<file path="src/design/assert_macros.svh">
// Assertion macros shared by the duty controller modules.
// Expects signals named clk and rst_n in the scope of each use.
`ifndef ASSERT_MACROS_SVH
`define ASSERT_MACROS_SVH

// Same-cycle implication, held off during reset.
`define MPO_ASSERT_IMPL(lbl, ante, cons, msg) \
    lbl: assert property (@(posedge clk) disable iff (!rst_n) (ante) |-> (cons)) \
        else $error(msg);

// Next-cycle implication, held off during reset.
`define MPO_ASSERT_NEXT(lbl, ante, cons, msg) \
    lbl: assert property (@(posedge clk) disable iff (!rst_n) (ante) |=> (cons)) \
        else $error(msg);

`endif

</file>
<file path="src/design/mpo_pkg.sv">
// Shared constants, types and state encodings for the MPPT duty controller.
// No dependencies.
`timescale 1ns / 1ps

package mpo_pkg;

    localparam int DUTY_BITS   = 11;
    localparam int VOLT_W      = 16;
    localparam int CURR_W      = 16;
    localparam int PWR_W       = 32;
    localparam int MARGIN_W    = 8;
    localparam int CFG_IDX_W   = 3;
    localparam int CFG_DATA_W  = 16;

    // percent scale of the floor margin
    localparam int PCT_SCALE   = 100;
    localparam int PCT_SCALE_W = $clog2(PCT_SCALE + 1);

    // floor dividend margin*(2^DUTY_BITS-1)*vbat and divisor PCT_SCALE*vin
    localparam int NUM_W  = MARGIN_W + VOLT_W + DUTY_BITS;
    localparam int PROD_W = MARGIN_W + VOLT_W;
    localparam int DEN_W  = VOLT_W + PCT_SCALE_W;
    localparam int CNT_W  = $clog2(NUM_W + 1);

    // signed width of a duty step: room for -1 and 2^DUTY_BITS
    localparam int STEP_W = DUTY_BITS + 2;

    localparam logic [DUTY_BITS-1:0] DUTY_CEIL_RST  = DUTY_BITS'(1945);
    localparam logic [MARGIN_W-1:0]  MARGIN_PCT_RST = MARGIN_W'(99);

    typedef enum logic [CFG_IDX_W-1:0] {
        CFG_DUTY_CEILING   = 3'd0,
        CFG_FLOOR_MARGIN   = 3'd1,
        CFG_CURRENT_LIMIT  = 3'd2,
        CFG_VOLTAGE_MAX    = 3'd3,
        CFG_MPPT_ENABLE    = 3'd4,
        CFG_CHARGER_MODE   = 3'd5
    } cfg_index_t;

    typedef struct packed {
        logic [DUTY_BITS-1:0] duty_ceiling;
        logic [MARGIN_W-1:0]  floor_margin_pct;
        logic [CURR_W-1:0]    charge_current_limit;
        logic [VOLT_W-1:0]    battery_voltage_max;
        logic                 mppt_enable;
        logic                 charger_mode;
    } cfg_t;

    typedef enum logic [1:0] {
        ST_IDLE,
        ST_DIV,
        ST_OUT
    } ctrl_state_t;

    typedef enum logic [1:0] {
        DIV_IDLE,
        DIV_RUN,
        DIV_CLAMP
    } div_state_t;

endpackage

</file>
<file path="src/design/mpo_cfg_regs.sv">
// Configuration register file of the MPPT duty controller.
// Depends on mpo_pkg.
`timescale 1ns / 1ps

module mpo_cfg_regs
(
    input  logic                             clk,
    input  logic                             rst_n,
    input  logic                             cfg_write,
    input  logic [mpo_pkg::CFG_IDX_W-1:0]    cfg_index,
    input  logic [mpo_pkg::CFG_DATA_W-1:0]   cfg_data,
    output mpo_pkg::cfg_t                    cfg
);

    mpo_pkg::cfg_t cfg_reg;
    mpo_pkg::cfg_t cfg_next;

    always_comb
    begin
        cfg_next = cfg_reg;
        if (cfg_write)
        begin
            unique case (mpo_pkg::cfg_index_t'(cfg_index))
                mpo_pkg::CFG_DUTY_CEILING:
                    cfg_next.duty_ceiling = cfg_data[mpo_pkg::DUTY_BITS-1:0];
                mpo_pkg::CFG_FLOOR_MARGIN:
                    cfg_next.floor_margin_pct = cfg_data[mpo_pkg::MARGIN_W-1:0];
                mpo_pkg::CFG_CURRENT_LIMIT:
                    cfg_next.charge_current_limit = cfg_data[mpo_pkg::CURR_W-1:0];
                mpo_pkg::CFG_VOLTAGE_MAX:
                    cfg_next.battery_voltage_max = cfg_data[mpo_pkg::VOLT_W-1:0];
                mpo_pkg::CFG_MPPT_ENABLE:
                    cfg_next.mppt_enable = cfg_data[0];
                mpo_pkg::CFG_CHARGER_MODE:
                    cfg_next.charger_mode = cfg_data[0];
                default:
                    cfg_next = cfg_reg;
            endcase
        end
    end

    always_ff @(posedge clk or negedge rst_n)
    begin
        if (!rst_n)
        begin
            cfg_reg.duty_ceiling         <= mpo_pkg::DUTY_CEIL_RST;
            cfg_reg.floor_margin_pct     <= mpo_pkg::MARGIN_PCT_RST;
            cfg_reg.charge_current_limit <= '0;
            cfg_reg.battery_voltage_max  <= '0;
            cfg_reg.mppt_enable          <= 1'b0;
            cfg_reg.charger_mode         <= 1'b1;
        end
        else
        begin
            cfg_reg <= cfg_next;
        end
    end

    assign cfg = cfg_reg;

endmodule

</file>
<file path="src/design/mpo_floor_div.sv">
// Bit-serial restoring divider for the predicted duty floor, with ceiling clamp and a zero floor for zero vin.
// Depends on mpo_pkg and assert_macros.svh.
`timescale 1ns / 1ps
`include "assert_macros.svh"

module mpo_floor_div
(
    input  logic                             clk,
    input  logic                             rst_n,
    input  logic                             start,
    input  logic [mpo_pkg::VOLT_W-1:0]       vin,
    input  logic [mpo_pkg::VOLT_W-1:0]       vbat,
    input  logic [mpo_pkg::MARGIN_W-1:0]     margin,
    input  logic [mpo_pkg::DUTY_BITS-1:0]    ceiling,
    output logic                             done,
    output logic [mpo_pkg::DUTY_BITS-1:0]    floor_duty
);

    mpo_pkg::div_state_t state_reg, state_next;
    logic [mpo_pkg::CNT_W-1:0]     cnt_reg, cnt_next;
    logic                          done_reg, done_next;

    // num_reg shifts the dividend out at the top and the quotient in at the bottom
    logic [mpo_pkg::NUM_W-1:0]     num_reg, num_next;
    logic [mpo_pkg::DEN_W-1:0]     rem_reg, rem_next;
    logic [mpo_pkg::DEN_W-1:0]     den_reg, den_next;
    logic                          vin_zero_reg, vin_zero_next;
    logic [mpo_pkg::DUTY_BITS-1:0] floor_reg, floor_next;

    logic [mpo_pkg::PROD_W-1:0]    prod;
    logic [mpo_pkg::NUM_W-1:0]     num_init;
    logic [mpo_pkg::DEN_W-1:0]     den_init;
    logic [mpo_pkg::DEN_W:0]       rem_shift;
    logic [mpo_pkg::DEN_W:0]       rem_diff;
    logic                          rem_ge;
    logic                          quot_big;
    logic [mpo_pkg::DUTY_BITS-1:0] quot_low;

    assign prod = {{mpo_pkg::VOLT_W{1'b0}}, margin} * {{mpo_pkg::MARGIN_W{1'b0}}, vbat};
    // prod * (2^DUTY_BITS - 1)
    assign num_init = {prod, {mpo_pkg::DUTY_BITS{1'b0}}}
                    - {{mpo_pkg::DUTY_BITS{1'b0}}, prod};
    assign den_init = {{mpo_pkg::PCT_SCALE_W{1'b0}}, vin}
                    * mpo_pkg::DEN_W'(mpo_pkg::PCT_SCALE);

    assign rem_shift = {rem_reg, num_reg[mpo_pkg::NUM_W-1]};
    assign rem_diff  = rem_shift - {1'b0, den_reg};
    assign rem_ge    = (rem_shift >= {1'b0, den_reg});

    assign quot_big = |num_reg[mpo_pkg::NUM_W-1:mpo_pkg::DUTY_BITS];
    assign quot_low = num_reg[mpo_pkg::DUTY_BITS-1:0];

    always_comb
    begin
        state_next    = state_reg;
        cnt_next      = cnt_reg;
        done_next     = 1'b0;
        num_next      = num_reg;
        rem_next      = rem_reg;
        den_next      = den_reg;
        vin_zero_next = vin_zero_reg;
        floor_next    = floor_reg;
        unique case (state_reg)
            mpo_pkg::DIV_IDLE:
            begin
                if (start)
                begin
                    num_next      = num_init;
                    den_next      = den_init;
                    rem_next      = '0;
                    vin_zero_next = (vin == '0);
                    cnt_next      = mpo_pkg::CNT_W'(mpo_pkg::NUM_W);
                    state_next    = mpo_pkg::DIV_RUN;
                end
            end
            mpo_pkg::DIV_RUN:
            begin
                if (rem_ge)
                    rem_next = rem_diff[mpo_pkg::DEN_W-1:0];
                else
                    rem_next = rem_shift[mpo_pkg::DEN_W-1:0];
                num_next = {num_reg[mpo_pkg::NUM_W-2:0], rem_ge};
                cnt_next = cnt_reg - mpo_pkg::CNT_W'(1);
                if (cnt_reg == mpo_pkg::CNT_W'(1))
                    state_next = mpo_pkg::DIV_CLAMP;
            end
            mpo_pkg::DIV_CLAMP:
            begin
                if (vin_zero_reg)
                    floor_next = '0;
                else if (quot_big || (quot_low > ceiling))
                    floor_next = ceiling;
                else
                    floor_next = quot_low;
                done_next  = 1'b1;
                state_next = mpo_pkg::DIV_IDLE;
            end
            default:
                state_next = mpo_pkg::DIV_IDLE;
        endcase
    end

    always_ff @(posedge clk or negedge rst_n)
    begin
        if (!rst_n)
        begin
            state_reg <= mpo_pkg::DIV_IDLE;
            cnt_reg   <= '0;
            done_reg  <= 1'b0;
        end
        else
        begin
            state_reg <= state_next;
            cnt_reg   <= cnt_next;
            done_reg  <= done_next;
        end
    end

    always_ff @(posedge clk)
    begin
        num_reg      <= num_next;
        rem_reg      <= rem_next;
        den_reg      <= den_next;
        vin_zero_reg <= vin_zero_next;
        floor_reg    <= floor_next;
    end

    assign done       = done_reg;
    assign floor_duty = floor_reg;

    `MPO_ASSERT_IMPL(a_start_idle, start, state_reg == mpo_pkg::DIV_IDLE, "divider restarted while busy")
    `MPO_ASSERT_IMPL(a_done_after_clamp, done_reg, $past(state_reg == mpo_pkg::DIV_CLAMP), "done without clamp")
    `MPO_ASSERT_IMPL(a_rem_bound, state_reg == mpo_pkg::DIV_RUN && den_reg != '0, rem_reg < den_reg, "remainder out of range")

endmodule

</file>
<file path="src/design/mppt_perturb_observe_duty_top.sv">
// Top level of the perturb-and-observe MPPT duty controller with CC-CV limits.
// Depends on mpo_pkg, mpo_cfg_regs, mpo_floor_div and assert_macros.svh.
`timescale 1ns / 1ps
`include "assert_macros.svh"

// Usage:
//   Input channel (in_valid / in_stall) takes one sample beat: input voltage,
//   battery voltage, battery current, input power and the fault, pause and
//   recovery flags. Output channel (out_valid / out_stall) returns one beat per
//   sample: the new duty count and the converter enable level.
//   Every sample runs the predicted floor through a one-bit-per-cycle restoring
//   divider of 35 steps and a clamp, so a beat is accepted, its result is
//   registered, and the next sample can be taken once the result is written
//   out when the receiver keeps up. The divider is the limit. The input side
//   stalls while a sample is in work. A finished result waits in the output
//   register while the receiver stalls; a new sample can already be accepted
//   then, but its result is held until the previous beat is taken.
//   Config writes (cfg_write, cfg_index, cfg_data) are registered and are
//   meant for idle periods only; unknown indexes are ignored.
//   Reset clears duty, enable and the stored power and voltage, and loads
//   the register defaults: ceiling 1945, margin 99 percent, charger mode on.

module mppt_perturb_observe_duty_top
(
    input  logic                             clk,
    input  logic                             rst_n,

    input  logic                             in_valid,
    output logic                             in_stall,
    input  logic [mpo_pkg::VOLT_W-1:0]       input_voltage,
    input  logic [mpo_pkg::VOLT_W-1:0]       battery_voltage,
    input  logic [mpo_pkg::CURR_W-1:0]       battery_current,
    input  logic [mpo_pkg::PWR_W-1:0]        input_power,
    input  logic                             fault_present,
    input  logic                             pause_request,
    input  logic                             recovery_pulse,

    output logic                             out_valid,
    input  logic                             out_stall,
    output logic [mpo_pkg::DUTY_BITS-1:0]    duty,
    output logic                             converter_enable,

    input  logic                             cfg_write,
    input  logic [mpo_pkg::CFG_IDX_W-1:0]    cfg_index,
    input  logic [mpo_pkg::CFG_DATA_W-1:0]   cfg_data
);

    mpo_pkg::cfg_t       cfg;
    mpo_pkg::ctrl_state_t state_reg, state_next;

    logic                          in_accept;
    logic                          div_done;
    logic [mpo_pkg::DUTY_BITS-1:0] floor_duty;

    // sample latched at accept
    logic [mpo_pkg::VOLT_W-1:0]    vin_lat, vbat_lat;
    logic [mpo_pkg::CURR_W-1:0]    ibat_lat;
    logic [mpo_pkg::PWR_W-1:0]     pin_lat;
    logic                          fault_lat, pause_lat, recover_lat;

    logic [mpo_pkg::DUTY_BITS-1:0] duty_count_reg, duty_count_next;
    logic                          enable_flag_reg, enable_flag_next;
    logic [mpo_pkg::PWR_W-1:0]     prev_power_reg, prev_power_next;
    logic [mpo_pkg::VOLT_W-1:0]    prev_voltage_reg, prev_voltage_next;
    logic                          out_valid_reg, out_valid_next;

    logic                          write_out;
    logic                          step_inc, step_dec, mem_update;
    logic                          cc_hit, cv_hit, cv_below;
    logic                          p_gt, p_lt, v_gt, v_lt;
    logic signed [mpo_pkg::STEP_W-1:0] d_base, d_step, lo_s, hi_s, d_clamp;

    mpo_cfg_regs u_cfg
    (
        .clk       (clk),
        .rst_n     (rst_n),
        .cfg_write (cfg_write),
        .cfg_index (cfg_index),
        .cfg_data  (cfg_data),
        .cfg       (cfg)
    );

    mpo_floor_div u_div
    (
        .clk        (clk),
        .rst_n      (rst_n),
        .start      (in_accept),
        .vin        (input_voltage),
        .vbat       (battery_voltage),
        .margin     (cfg.floor_margin_pct),
        .ceiling    (cfg.duty_ceiling),
        .done       (div_done),
        .floor_duty (floor_duty)
    );

    assign in_stall  = (state_reg != mpo_pkg::ST_IDLE);
    assign in_accept = in_valid && !in_stall;
    assign write_out = (state_reg == mpo_pkg::ST_OUT) && (!out_valid_reg || !out_stall);

    // step direction
    assign cc_hit   = (ibat_lat > cfg.charge_current_limit);
    assign cv_hit   = (vbat_lat > cfg.battery_voltage_max);
    assign cv_below = (vbat_lat < cfg.battery_voltage_max);
    assign p_gt     = (pin_lat > prev_power_reg);
    assign p_lt     = (pin_lat < prev_power_reg);
    assign v_gt     = (vin_lat > prev_voltage_reg);
    assign v_lt     = (vin_lat < prev_voltage_reg);

    always_comb
    begin
        step_inc   = 1'b0;
        step_dec   = 1'b0;
        mem_update = 1'b0;
        if (cc_hit || cv_hit)
            step_dec = 1'b1;
        else if (!cfg.mppt_enable)
            step_inc = cv_below;
        else
        begin
            mem_update = 1'b1;
            if ((p_gt && v_gt) || (p_lt && v_lt))
                step_dec = 1'b1;
            else if ((p_gt && v_lt) || (p_lt && v_gt))
                step_inc = 1'b1;
            else
                step_inc = cv_below;
        end
    end

    assign d_base = signed'({2'b00, duty_count_reg});
    assign lo_s   = cfg.charger_mode ? signed'({2'b00, floor_duty}) : '0;
    assign hi_s   = signed'({2'b00, cfg.duty_ceiling});

    always_comb
    begin
        if (step_inc)
            d_step = d_base + mpo_pkg::STEP_W'(1);
        else if (step_dec)
            d_step = d_base - mpo_pkg::STEP_W'(1);
        else
            d_step = d_base;
        d_clamp = d_step;
        if (d_clamp < lo_s)
            d_clamp = lo_s;
        if (d_clamp > hi_s)
            d_clamp = hi_s;
    end

    always_comb
    begin
        state_next        = state_reg;
        duty_count_next   = duty_count_reg;
        enable_flag_next  = enable_flag_reg;
        prev_power_next   = prev_power_reg;
        prev_voltage_next = prev_voltage_reg;
        out_valid_next    = out_valid_reg && out_stall;
        unique case (state_reg)
            mpo_pkg::ST_IDLE:
            begin
                if (in_accept)
                    state_next = mpo_pkg::ST_DIV;
            end
            mpo_pkg::ST_DIV:
            begin
                if (div_done)
                    state_next = mpo_pkg::ST_OUT;
            end
            mpo_pkg::ST_OUT:
            begin
                if (write_out)
                begin
                    out_valid_next = 1'b1;
                    state_next     = mpo_pkg::ST_IDLE;
                    if (fault_lat || pause_lat)
                    begin
                        duty_count_next  = '0;
                        enable_flag_next = 1'b0;
                    end
                    else if (recover_lat)
                        duty_count_next = floor_duty;
                    else
                    begin
                        duty_count_next  = d_clamp[mpo_pkg::DUTY_BITS-1:0];
                        enable_flag_next = 1'b1;
                        if (mem_update)
                        begin
                            prev_power_next   = pin_lat;
                            prev_voltage_next = vin_lat;
                        end
                    end
                end
            end
            default:
                state_next = mpo_pkg::ST_IDLE;
        endcase
    end

    always_ff @(posedge clk or negedge rst_n)
    begin
        if (!rst_n)
        begin
            state_reg        <= mpo_pkg::ST_IDLE;
            duty_count_reg   <= '0;
            enable_flag_reg  <= 1'b0;
            prev_power_reg   <= '0;
            prev_voltage_reg <= '0;
            out_valid_reg    <= 1'b0;
        end
        else
        begin
            state_reg        <= state_next;
            duty_count_reg   <= duty_count_next;
            enable_flag_reg  <= enable_flag_next;
            prev_power_reg   <= prev_power_next;
            prev_voltage_reg <= prev_voltage_next;
            out_valid_reg    <= out_valid_next;
        end
    end

    always_ff @(posedge clk)
    begin
        if (in_accept)
        begin
            vin_lat     <= input_voltage;
            vbat_lat    <= battery_voltage;
            ibat_lat    <= battery_current;
            pin_lat     <= input_power;
            fault_lat   <= fault_present;
            pause_lat   <= pause_request;
            recover_lat <= recovery_pulse;
        end
    end

    // duty state only moves when the output register is free, so it is the payload
    assign out_valid        = out_valid_reg;
    assign duty             = duty_count_reg;
    assign converter_enable = enable_flag_reg;

    `MPO_ASSERT_NEXT(a_fault_clears, write_out && (fault_lat || pause_lat), duty == '0 && !converter_enable, "fault beat did not clear duty")
    `MPO_ASSERT_NEXT(a_duty_ceiling, write_out, duty_count_reg <= $past(cfg.duty_ceiling), "duty above ceiling")
    `MPO_ASSERT_IMPL(a_out_from_step, $rose(out_valid_reg), $past(state_reg == mpo_pkg::ST_OUT), "result beat without a step")

endmodule
</file>
<file path="config.mk">
export PLATFORM = sky130hd
export DESIGN_NAME = mppt_perturb_observe_duty_top
export DESIGN_NICKNAME = d
export VERILOG_FILES = /design/src/design/mpo_pkg.sv /design/src/design/mpo_cfg_regs.sv /design/src/design/mpo_floor_div.sv /design/src/design/mppt_perturb_observe_duty_top.sv
export VERILOG_INCLUDE_DIRS = /design/src /design/src/design
export SDC_FILE = /design/constraint.sdc
export NUM_CORES = 1
export LEC_CHECK = 0
export ABC_AREA = 1
export BUFFER_PORTS_ARGS = -buffer_cell sky130_fd_sc_hd__buf_2
export CAP_MARGIN = 20
export CORE_MARGIN = 2
export CORE_UTILIZATION = 55
export DETAILED_ROUTE_END_ITERATION = 6
export PLACE_DENSITY = 0.8
export RECOVER_POWER = 50
export SETUP_SLACK_MARGIN = 0.15
export SLEW_MARGIN = 20
export SYNTH_ARGS = -nofsm -noshare
export SYNTH_HDL_FRONTEND = slang
export SYNTH_HIERARCHICAL = 1
export SYNTH_SLANG_ARGS = --single-unit
</file>
<file path="constraint.sdc">
create_clock -name clk -period 8.7 [get_ports clk]
set_input_delay 2.61 -clock clk [delete_from_list [all_inputs] [get_ports clk]]
set_output_delay 2.61 -clock clk [all_outputs]
set_load 0.01 [all_outputs]
</file>
======== Yosys cells after proc, flatten, opt, wreduce, memory -nomap -nowiden ========
Index checks and enable logic that the tools add are counted.
storage, ports and cells
  flip-flop bits (word level) ............. 299
  input port bits ......................... 107
  word-level logic and storage cells ...... 134
cells by class
  add/subtract/negate cells ............... 5
  multipliers ............................. 2
  magnitude comparators ................... 11
  eq/ne operators ......................... 16
  mux-type cells .......................... 35
  bitwise gates (word level) .............. 2
  reductions and logical operators ........ 36
operators by type and width
  operator                 count
  $pmux W35 S2             1
  $mux W11                 5
  $gt A16 B16 Y1           3
  $mux W23                 2
  $pmux W23 S2             1
  $mux W13                 3
  $mux W35                 1
  $sub A35 B24 Y35         1
  $gt A32 B32 Y1           1
  $lt A16 B16 Y1           2
  $lt A32 B32 Y1           1
  $ge A24 B23 Y1           1
  $mul A8 B16 Y24          1
  $reduce_or A24 Y1        1
  $sub A23 B23 Y23         1
  $mul A16 B5 Y21 const B  1
  $reduce_and A2 Y1        10
  $logic_not A16 Y1        1
  $mux W1                  14
  $gt A13 B12 Y1           1
  $lt A13 B12 Y1           1
  $add A11 B1 Y12 const B  1
  $pmux W6 S2              1
  $sub A11 B1 Y12 const B  1
  other kinds (23)         51

======== Longest topological paths before layout ========
Gate-level depths: netlist (run 1).
  depth in word-level cells ............... 14
  depth in mapped cells ................... 47

======== Hierarchy ========
Netlist (run 1), hierarchy kept.
modules (own cells, without submodules)
  module                         instances  cells each  area each (um^2)  seq. area each (um^2)
  mpo_floor_div                  1          1767        13028.7           2957.8
  mppt_perturb_observe_duty_top  1          955         8807.2            4068.9
  mpo_cfg_regs                   1          243         2157.1            1341.3

======== Least setup slack after synthesis (run 1) ========
No wires, ideal clock.
  path kind ............................... input-to-reg
  start point ............................. input in_valid
  end point ............................... register u_div/num_reg[0] in the netlist's numbering, enable pin
  data arrival time ....................... 8800 ps
  setup slack ............................. -512 ps
  stages .................................. 6
  path buffers ............................ 0
  cell sequence ........................... inv_1 -> nor2_1 -> nand2_1 -> nor2_1 -> nor2_1 -> inv_1
on the way
  cells in the longest elaborated chain, start to end .. 3
ends and longest elaborated chain
  element                      line                                 RTL
  start, declared              mppt_perturb_observe_duty_top.sv:28  input logic in_valid,
  $logic_and A1 B1 Y1          mppt_perturb_observe_duty_top.sv:97  assign in_accept = in_valid && !in_stall;
  named net in_accept          mppt_perturb_observe_duty_top.sv:51  logic in_accept;
  $ne A2 B2 Y1 (no line)       n/a
  $reduce_and A2 Y1 (no line)  n/a
  end signal, assigned         mpo_floor_div.sv:121                 num_reg <= num_next;
  end, declared                mpo_floor_div.sv:24                  logic [mpo_pkg::NUM_W-1:0] num_reg, num_next;
The timed path passes the listed nets, and every way through them passes these cells.
A chain may end at the register's enable or synchronous reset.

======== Final worst setup path (run 1) ========
  start point ............................. input battery_voltage[8] in the netlist's numbering
  end point ............................... register u_div/num_reg[29] in the netlist's numbering (data pin)
on the way
  cells in the longest elaborated chain, start to end .. 4
ends and longest elaborated chain
  element                             line                                 RTL
  start, declared                     mppt_perturb_observe_duty_top.sv:31  input logic [mpo_pkg::VOLT_W-1:0] battery_voltage,
  $mul A8 B16 Y24                     mpo_floor_div.sv:39                  assign prod = {{mpo_pkg::VOLT_W{1'b0}}, margin} * {{mpo_pkg::MARGIN_W{1'b0}}, vbat};
  $sub A35 B24 Y35                    mpo_floor_div.sv:42                  - {{mpo_pkg::DUTY_BITS{1'b0}}, prod};
  $mux W35                            mpo_floor_div.sv:66                  if (start)
  $pmux W35 S2                        mpo_floor_div.sv:63                  unique case (state_reg)
  named net u_div.num_next (one bit)  mpo_floor_div.sv:24
The timed path passes the listed nets, and every way through them passes these cells. The select of a mux whose other input is x is not followed.

==> results of run 1 <==
==> layout by cell type (no fill, tap or decap), types with 9 or more instances in the layout <==
| master | n |
|---|---|
| clkbuf_16 | 33 |
| fa_1 | 96 |
| nor4_1 | 11 |
| nand2_1 | 823 |
| o21ai_0 | 63 |
| buf_2 | 88 |
| xnor2_1 | 24 |
| inv_2 | 9 |
| inv_1 | 576 |
| dfstp_2 | 12 |
| xor2_1 | 49 |
| edfxtp_1 | 174 |
| a21oi_1 | 152 |
| ha_1 | 254 |
| nand3_1 | 183 |
| mux2_2 | 46 |
| nand2_2 | 14 |
| nor2_1 | 146 |
| nand4_1 | 30 |
| clkbuf_1 | 46 |
| dfrtp_1 | 113 |
| nor3_1 | 16 |
==> per-stage QoR <==
stage	setup WS, ps	instances	util [%]	TNS, ps
after floorplan	737	2965	-	0
after global placement	88.1	3600	58.2	0
after detailed placement	-5.61	3600	58.2	-5.61
after CTS	588	3658	60.7	0
after global routing	130	3658	60.5	0
final	484	3658	60.5	0
==> report_power, final <==
| part | switching (W) | internal [W] |
|---|---|---|
| registers | 0.0000814 | 0.00157 |
| clock network | 0.000556 | 0.000853 |
| logic | 0.00394 | 0.00197 |
==> metal layers <==
layer / GRT usage (%) / vias to the layer above
li1: - / 9533
met3: 3.21 / 87
met2: 42.7 / 587
met1: 32.6 / 9122
met5: 0 / -
met4: 7.35 / 0
==> cell families after synthesis <==
kind of cell | after synthesis
flip-flops | 299
multiplexers | 47
AND/OR/NAND/NOR | 1252
adder cells (fa/ha/maj) | 350
XOR/XNOR | 77
AO/OA/AOI/OAI | 270
buffers and inverters | 670
==> final timing paths <==
path,start,endpoint,slack (ps)
min in group asynchronous,rst_n,u_cfg/cfg[31],2960
worst min register to register,u_cfg/cfg[30],u_cfg/cfg[30],470
worst min-delay path,u_cfg/cfg[30],u_cfg/cfg[30],470
worst max register to register,u_cfg/cfg[13],duty[6],1800
max in group asynchronous,rst_n,prev_voltage_reg[13],2690
worst max-delay path,battery_voltage[8],u_div/num_reg[29],480
==> layout make-up <==
class / count / area, sq um / area share [%]
inverters: 586 / 2200 / 8.44
multi-input cells: 1996 / 13000 / 50.0
clock buffers: 42 / 873 / 3.35
flip-flops and latches: 299 / 8370 / 32.1
clock inverters: 16 / 219 / 0.840
repair buffers: 134 / 637 / 2.44
well taps: 585 / 732 / 2.81
==> worst reg2reg max path, delay by kind of cell, from the launching register on <==
kind / cells / cell delay, ps
flip-flops: 1 / 370
buffers and inverters: 5 / 660
adder cells (fa/ha/maj): 4 / 1230
AO/OA/AOI/OAI: 10 / 1910
AND/OR/NAND/NOR: 20 / 2650
==> reports/qor.yml, run 1 <==
antenna_found_initial: 0
layout_worst_path_cycle_share_pct: 94.4
drc: 0
clk_pin_slew_ps: 60
drv_cap: 7
final_area_sq_mm: 0.0261
cp_num_cells: 31
yosys_warnings: 6
fin_crit_ps: 8220
pwr_density_cell_mw_per_mm2: 344
hold_ws_ps: 471
place_congestion: 0.928
synth_ff_type: "edfxtp_1"
ys_seq_area_share_pct: 34.9
synthesis.nets: 3422
fp.coreArea_sq_mm: 0.0431
htreeDepth: 1
cts_root_buffer: "clkbuf_16"
rsz0062_at_grt: "no"
finalPower_w: 0.00897
start_kind: "input port"
leakage_nw: 13.8
drt-total-wl_microns: 55000
drt_iter0_drc: 1687
dr_wl_met3_microns: 3170
required_ps: 9020
syn_area_per_cell_sq_um: 8.09
critPathBufInv: 9
start_util_pct: 55.7
cts_buffers: 31
num_io_pins: 121
synth_mux_area_share_pct: 2.20
numClockSinks: 299
die_area_sq_mm: 0.0453
fillCellCount: 3671
numPortBuffers: 120
tightest_slew_ps: 2900
yosys.area.top_type_share_pct: 21.8
yosys-top-cells-area: "edfxtp_1 22%, ha_1 13%, nand2_1 13%, dfrtp_1 12%, inv_1 9.0%"
first_pass_iters: 6
synth_edf_count: 174
cts.repair.resized: 0
ir_drop_uv: 315
crit_type: "in -> reg"
slowest_stage: "fa_1"
ctsHoldBuffers: 0
die_h_microns: 213
wl_met2_microns: 26500
yosysTopAreaCell: "edfxtp_1"
yosysMostFrequentCell: "nand2_1"
synth_xor_area_share_pct: 2.94
hold_class: "reg -> reg"
highest_layer: "met4"
grt_max_degree: 72
synth_top_family_by_area: "simple AND/OR/NAND/NOR gates"
syn_inst: 2965
synth_common_cells: "822 x nand2_1, 576 x inv_1, 254 x ha_1, 183 x nand3_1, 174 x edfxtp_1"
r2r_cells: 39
ant_nets: 0
maxSlewViolCount: 343
max_freq_mhz: 122
wl_per_cell_microns: 15.0
grt_pass1_wl_microns: 91500
synth_compound_area_share_pct: 6.19
maxSlewHeadroom_pct: -93.5
synth.ff_latch_count: 299
placed_area_sq_mm: 0.0251
crit_path_max_fanout: 9
hpwl_microns: 42200
diodes: 0
netlist_area_sq_mm: 0.0240
fin_worst_skew_ps: 19.2
cpPeakStageDelay_ps: 550
nNetsFinal: 3505
post_cts_buffers: 0
path_common_cell: "nand2_1"
end_kind: "flip-flop"
drive_above_1_share_pct: 8.33
wl_met1_microns: 24000
grt_overflow_total: 0
synth-simple-area-share_pct: 21.8
synth_cell_types: 57
post_drt_via_cell_ratio: 5.28
track_usage_pct: 24.8
synth_fa_ha_area_share_pct: 21.3
largest_reg_flops: 53
die_x_microns: 213
areaGrowthSynthToFinish_pct: 8.61
holdPathStages: 2
hold_viol: 0
crit_arrival_ps: 8530
vias: 19300
worstSkewPairLatency_ps: 580
async_flop_share_pct: 41.8
path_delay_family: "adder cells"
violations: "capacitance limit, slew limit"
clk_path_buf_depth: 3
grt_pass1_vias: 19400
status: "complete, but fails checks"
rows: 76
setup_viol: 0
cts_tree: "yes"
No activity file was read; power rests on OpenSTA's default activity.
==> inputs of run 2 (changes only) <==
--- a/config.mk
+++ b/config.mk
@@ -9,10 +9,13 @@
 export ABC_AREA = 1
 export BUFFER_PORTS_ARGS = -buffer_cell sky130_fd_sc_hd__buf_2
 export CAP_MARGIN = 20
+export CELL_PAD_IN_SITES_DETAIL_PLACEMENT = 0
+export CELL_PAD_IN_SITES_GLOBAL_PLACEMENT = 1
 export CORE_MARGIN = 2
-export CORE_UTILIZATION = 55
+export CORE_UTILIZATION = 48
 export DETAILED_ROUTE_END_ITERATION = 6
-export PLACE_DENSITY = 0.8
+export HOLD_SLACK_MARGIN = 0.1
+export PLACE_DENSITY = 0.86
 export RECOVER_POWER = 50
 export SETUP_SLACK_MARGIN = 0.15
 export SLEW_MARGIN = 20
==> reports/qor.yml, run 2 (same netlist as run 1, synthesis figures left out) <==
status: "complete, but fails checks"
violations: "capacitance limit, slew limit"
maxSlewHeadroom_pct: -115
drt_iter0_drc: 1261
drive_above_1_share_pct: 8.87
path_common_cell: "nand2_1"
numClockSinks: 299
switchingPower_w: 0.00477
numPortBuffers: 120
grt_overflow_total: 0
nNetsFinal: 3509
start_util_pct: 48.8
grt_max_degree: 69
drv_cap: 7
drt-total-wl_microns: 56300
clk_path_buf_depth: 3
areaGrowthSynthToFinish_pct: 9.45
crit_path_max_fanout: 9
cts_tree: "yes"
required_ps: 8980
first_pass_iters: 5
end_kind: "flip-flop"
hold_class: "reg -> reg"
hold_viol: 0
place_congestion: 0.909
setup_viol: 0
layout_common_cells: "823 x nand2_1, 576 x inv_1, 254 x ha_1, 183 x nand3_1, 174 x edfxtp_1"
drc: 0
largest_reg_flops: 53
hold_ws_ps: 480
die_area_sq_mm: 0.0518
cts_root_buffer: "clkbuf_16"
ant_nets: 0
comb_power_share_pct: 65.8
rows: 81
maxSlewViolCount: 345
die_x_microns: 228
num_io_pins: 121
fin_crit_ps: 8020
clkPwrFrac_pct: 16.2
track_usage_pct: 22.8
multi_input_area_sq_mm: 0.0130
leakage_nw: 13.8
finalPower_w: 0.00919
wl_per_cell_microns: 15.0
fp.coreArea_sq_mm: 0.0492
internal_power_w: 0.00442
ir_drop_uv: 375
seqPwrFrac_pct: 18.0
ctsHoldBuffers: 0
final_util_pct: 53.4
worstSkewPairLatency_ps: 540
slowest_stage: "fa_1"
clk_pin_slew_ps: 60
grt_pass1_vias: 19200
htreeDepth: 2
post_drt_via_cell_ratio: 5.05
cpPeakStageDelay_ps: 560
grt_pass1_wl_microns: 95100
finalSetupTns_ps: 0
die_h_microns: 228
start_kind: "input port"
pwr_density_cell_mw_per_mm2: 350
switching_share_pct: 51.9
tightest_slew_ps: 3230
crit_arrival_ps: 8300
post_cts_buffers: 0
crit_type: "in -> reg"
layout_worst_path_cycle_share_pct: 92.2
regArea_sq_mm: 0.00837
fillCellCount: 4686
rsz0062_at_grt: "no"
vias: 18900
hpwl_microns: 43200
max_freq_mhz: 125
fin_worst_skew_ps: 15.3
cts_buffers: 35
layout_commonest_cell: "nand2_1"
antenna_found_initial: 2
run 2: cell count changes in the layout (fill, tap and decap cells not counted), moves of 2 or more:
cell	change
clkinv_1	-3
clkbuf_16	+2
bufinv_16	-2
inv_6	+4
xor2_2	+2
buf_2	+6
clkinvlp_4	+3
xor2_1	-2
clkbuf_1	-7
run 2: per-layer routing:
layer,part of all wire (%),up-vias,wire [microns],track usage [%]
li1,-,9540,-,-
met1,47,8906,26400,30.9
met2,47,383,26500,38.2
met3,3.9,86,2220,3.07
met4,2.2,2,1250,6.03
met5,0.020,-,11,0
run 2: worst paths after layout:
check                                            to  cells after the start               start  slack [ps]
worst min register to register        u_cfg/cfg[32]                      2       u_cfg/cfg[32]         480
worst max-delay path              u_div/num_reg[27]                     30  battery_voltage[0]         680
max in group asynchronous       prev_voltage_reg[2]                      2               rst_n        2480
worst max register to register              duty[6]                     39       u_cfg/cfg[17]        2020
worst min-delay path                  u_cfg/cfg[32]                      2       u_cfg/cfg[32]         480
min in group asynchronous             u_cfg/cfg[31]                      1               rst_n        3150
run 2: critical path, delay by kind of cell:
| family | cells | cell delay (ps) |
|---|---|---|
| xor gates and xnor gates | 1 | 230 |
| buffers and inverters | 5 | 480 |
| and+or+nand+nor | 17 | 1870 |
| AOI/OAI and AO/OA | 1 | 230 |
| adders and majority gates | 6 | 2870 |
run 2: power by group through the flow:
stage	clock, W	sequential [W]	combinational [W]
global placement	0	0.00168	0.00599
floorplan	0	0.00162	0.00441
CTS	0.00152	0.00165	0.00601
detailed placement	0	0.00168	0.00597
finish	0.00149	0.00165	0.00605
global route	0.00158	0.00166	0.00689
run 2: per-stage QoR:
stage / cells / worst slack [ps] / cell area [sq um]
global route: 3744 / 124 / 26300
detailed placement: 3679 / 103 / 25200
CTS: 3743 / 636 / 26300
floorplan: 2965 / 737 / 24000
finish: 3744 / 678 / 26300
global placement: 3679 / 250 / 25200
run 2: cell type report:
cell class,count,share of cell area [%]
antenna,1,0.00953
clock buffer,43,3.53
clock inverter,21,0.924
inverter,586,8.38
multi-input combinational,1996,49.7
sequential,299,31.9
tap,664,3.16
timing repair buffer,134,2.45
run 2: what timing repair did:
item | in CTS | in global routing
endpoints found under the hold margin | 0 | 0
endpoints found under the setup margin | 0 | 3
gates resized for setup | 0 | 3
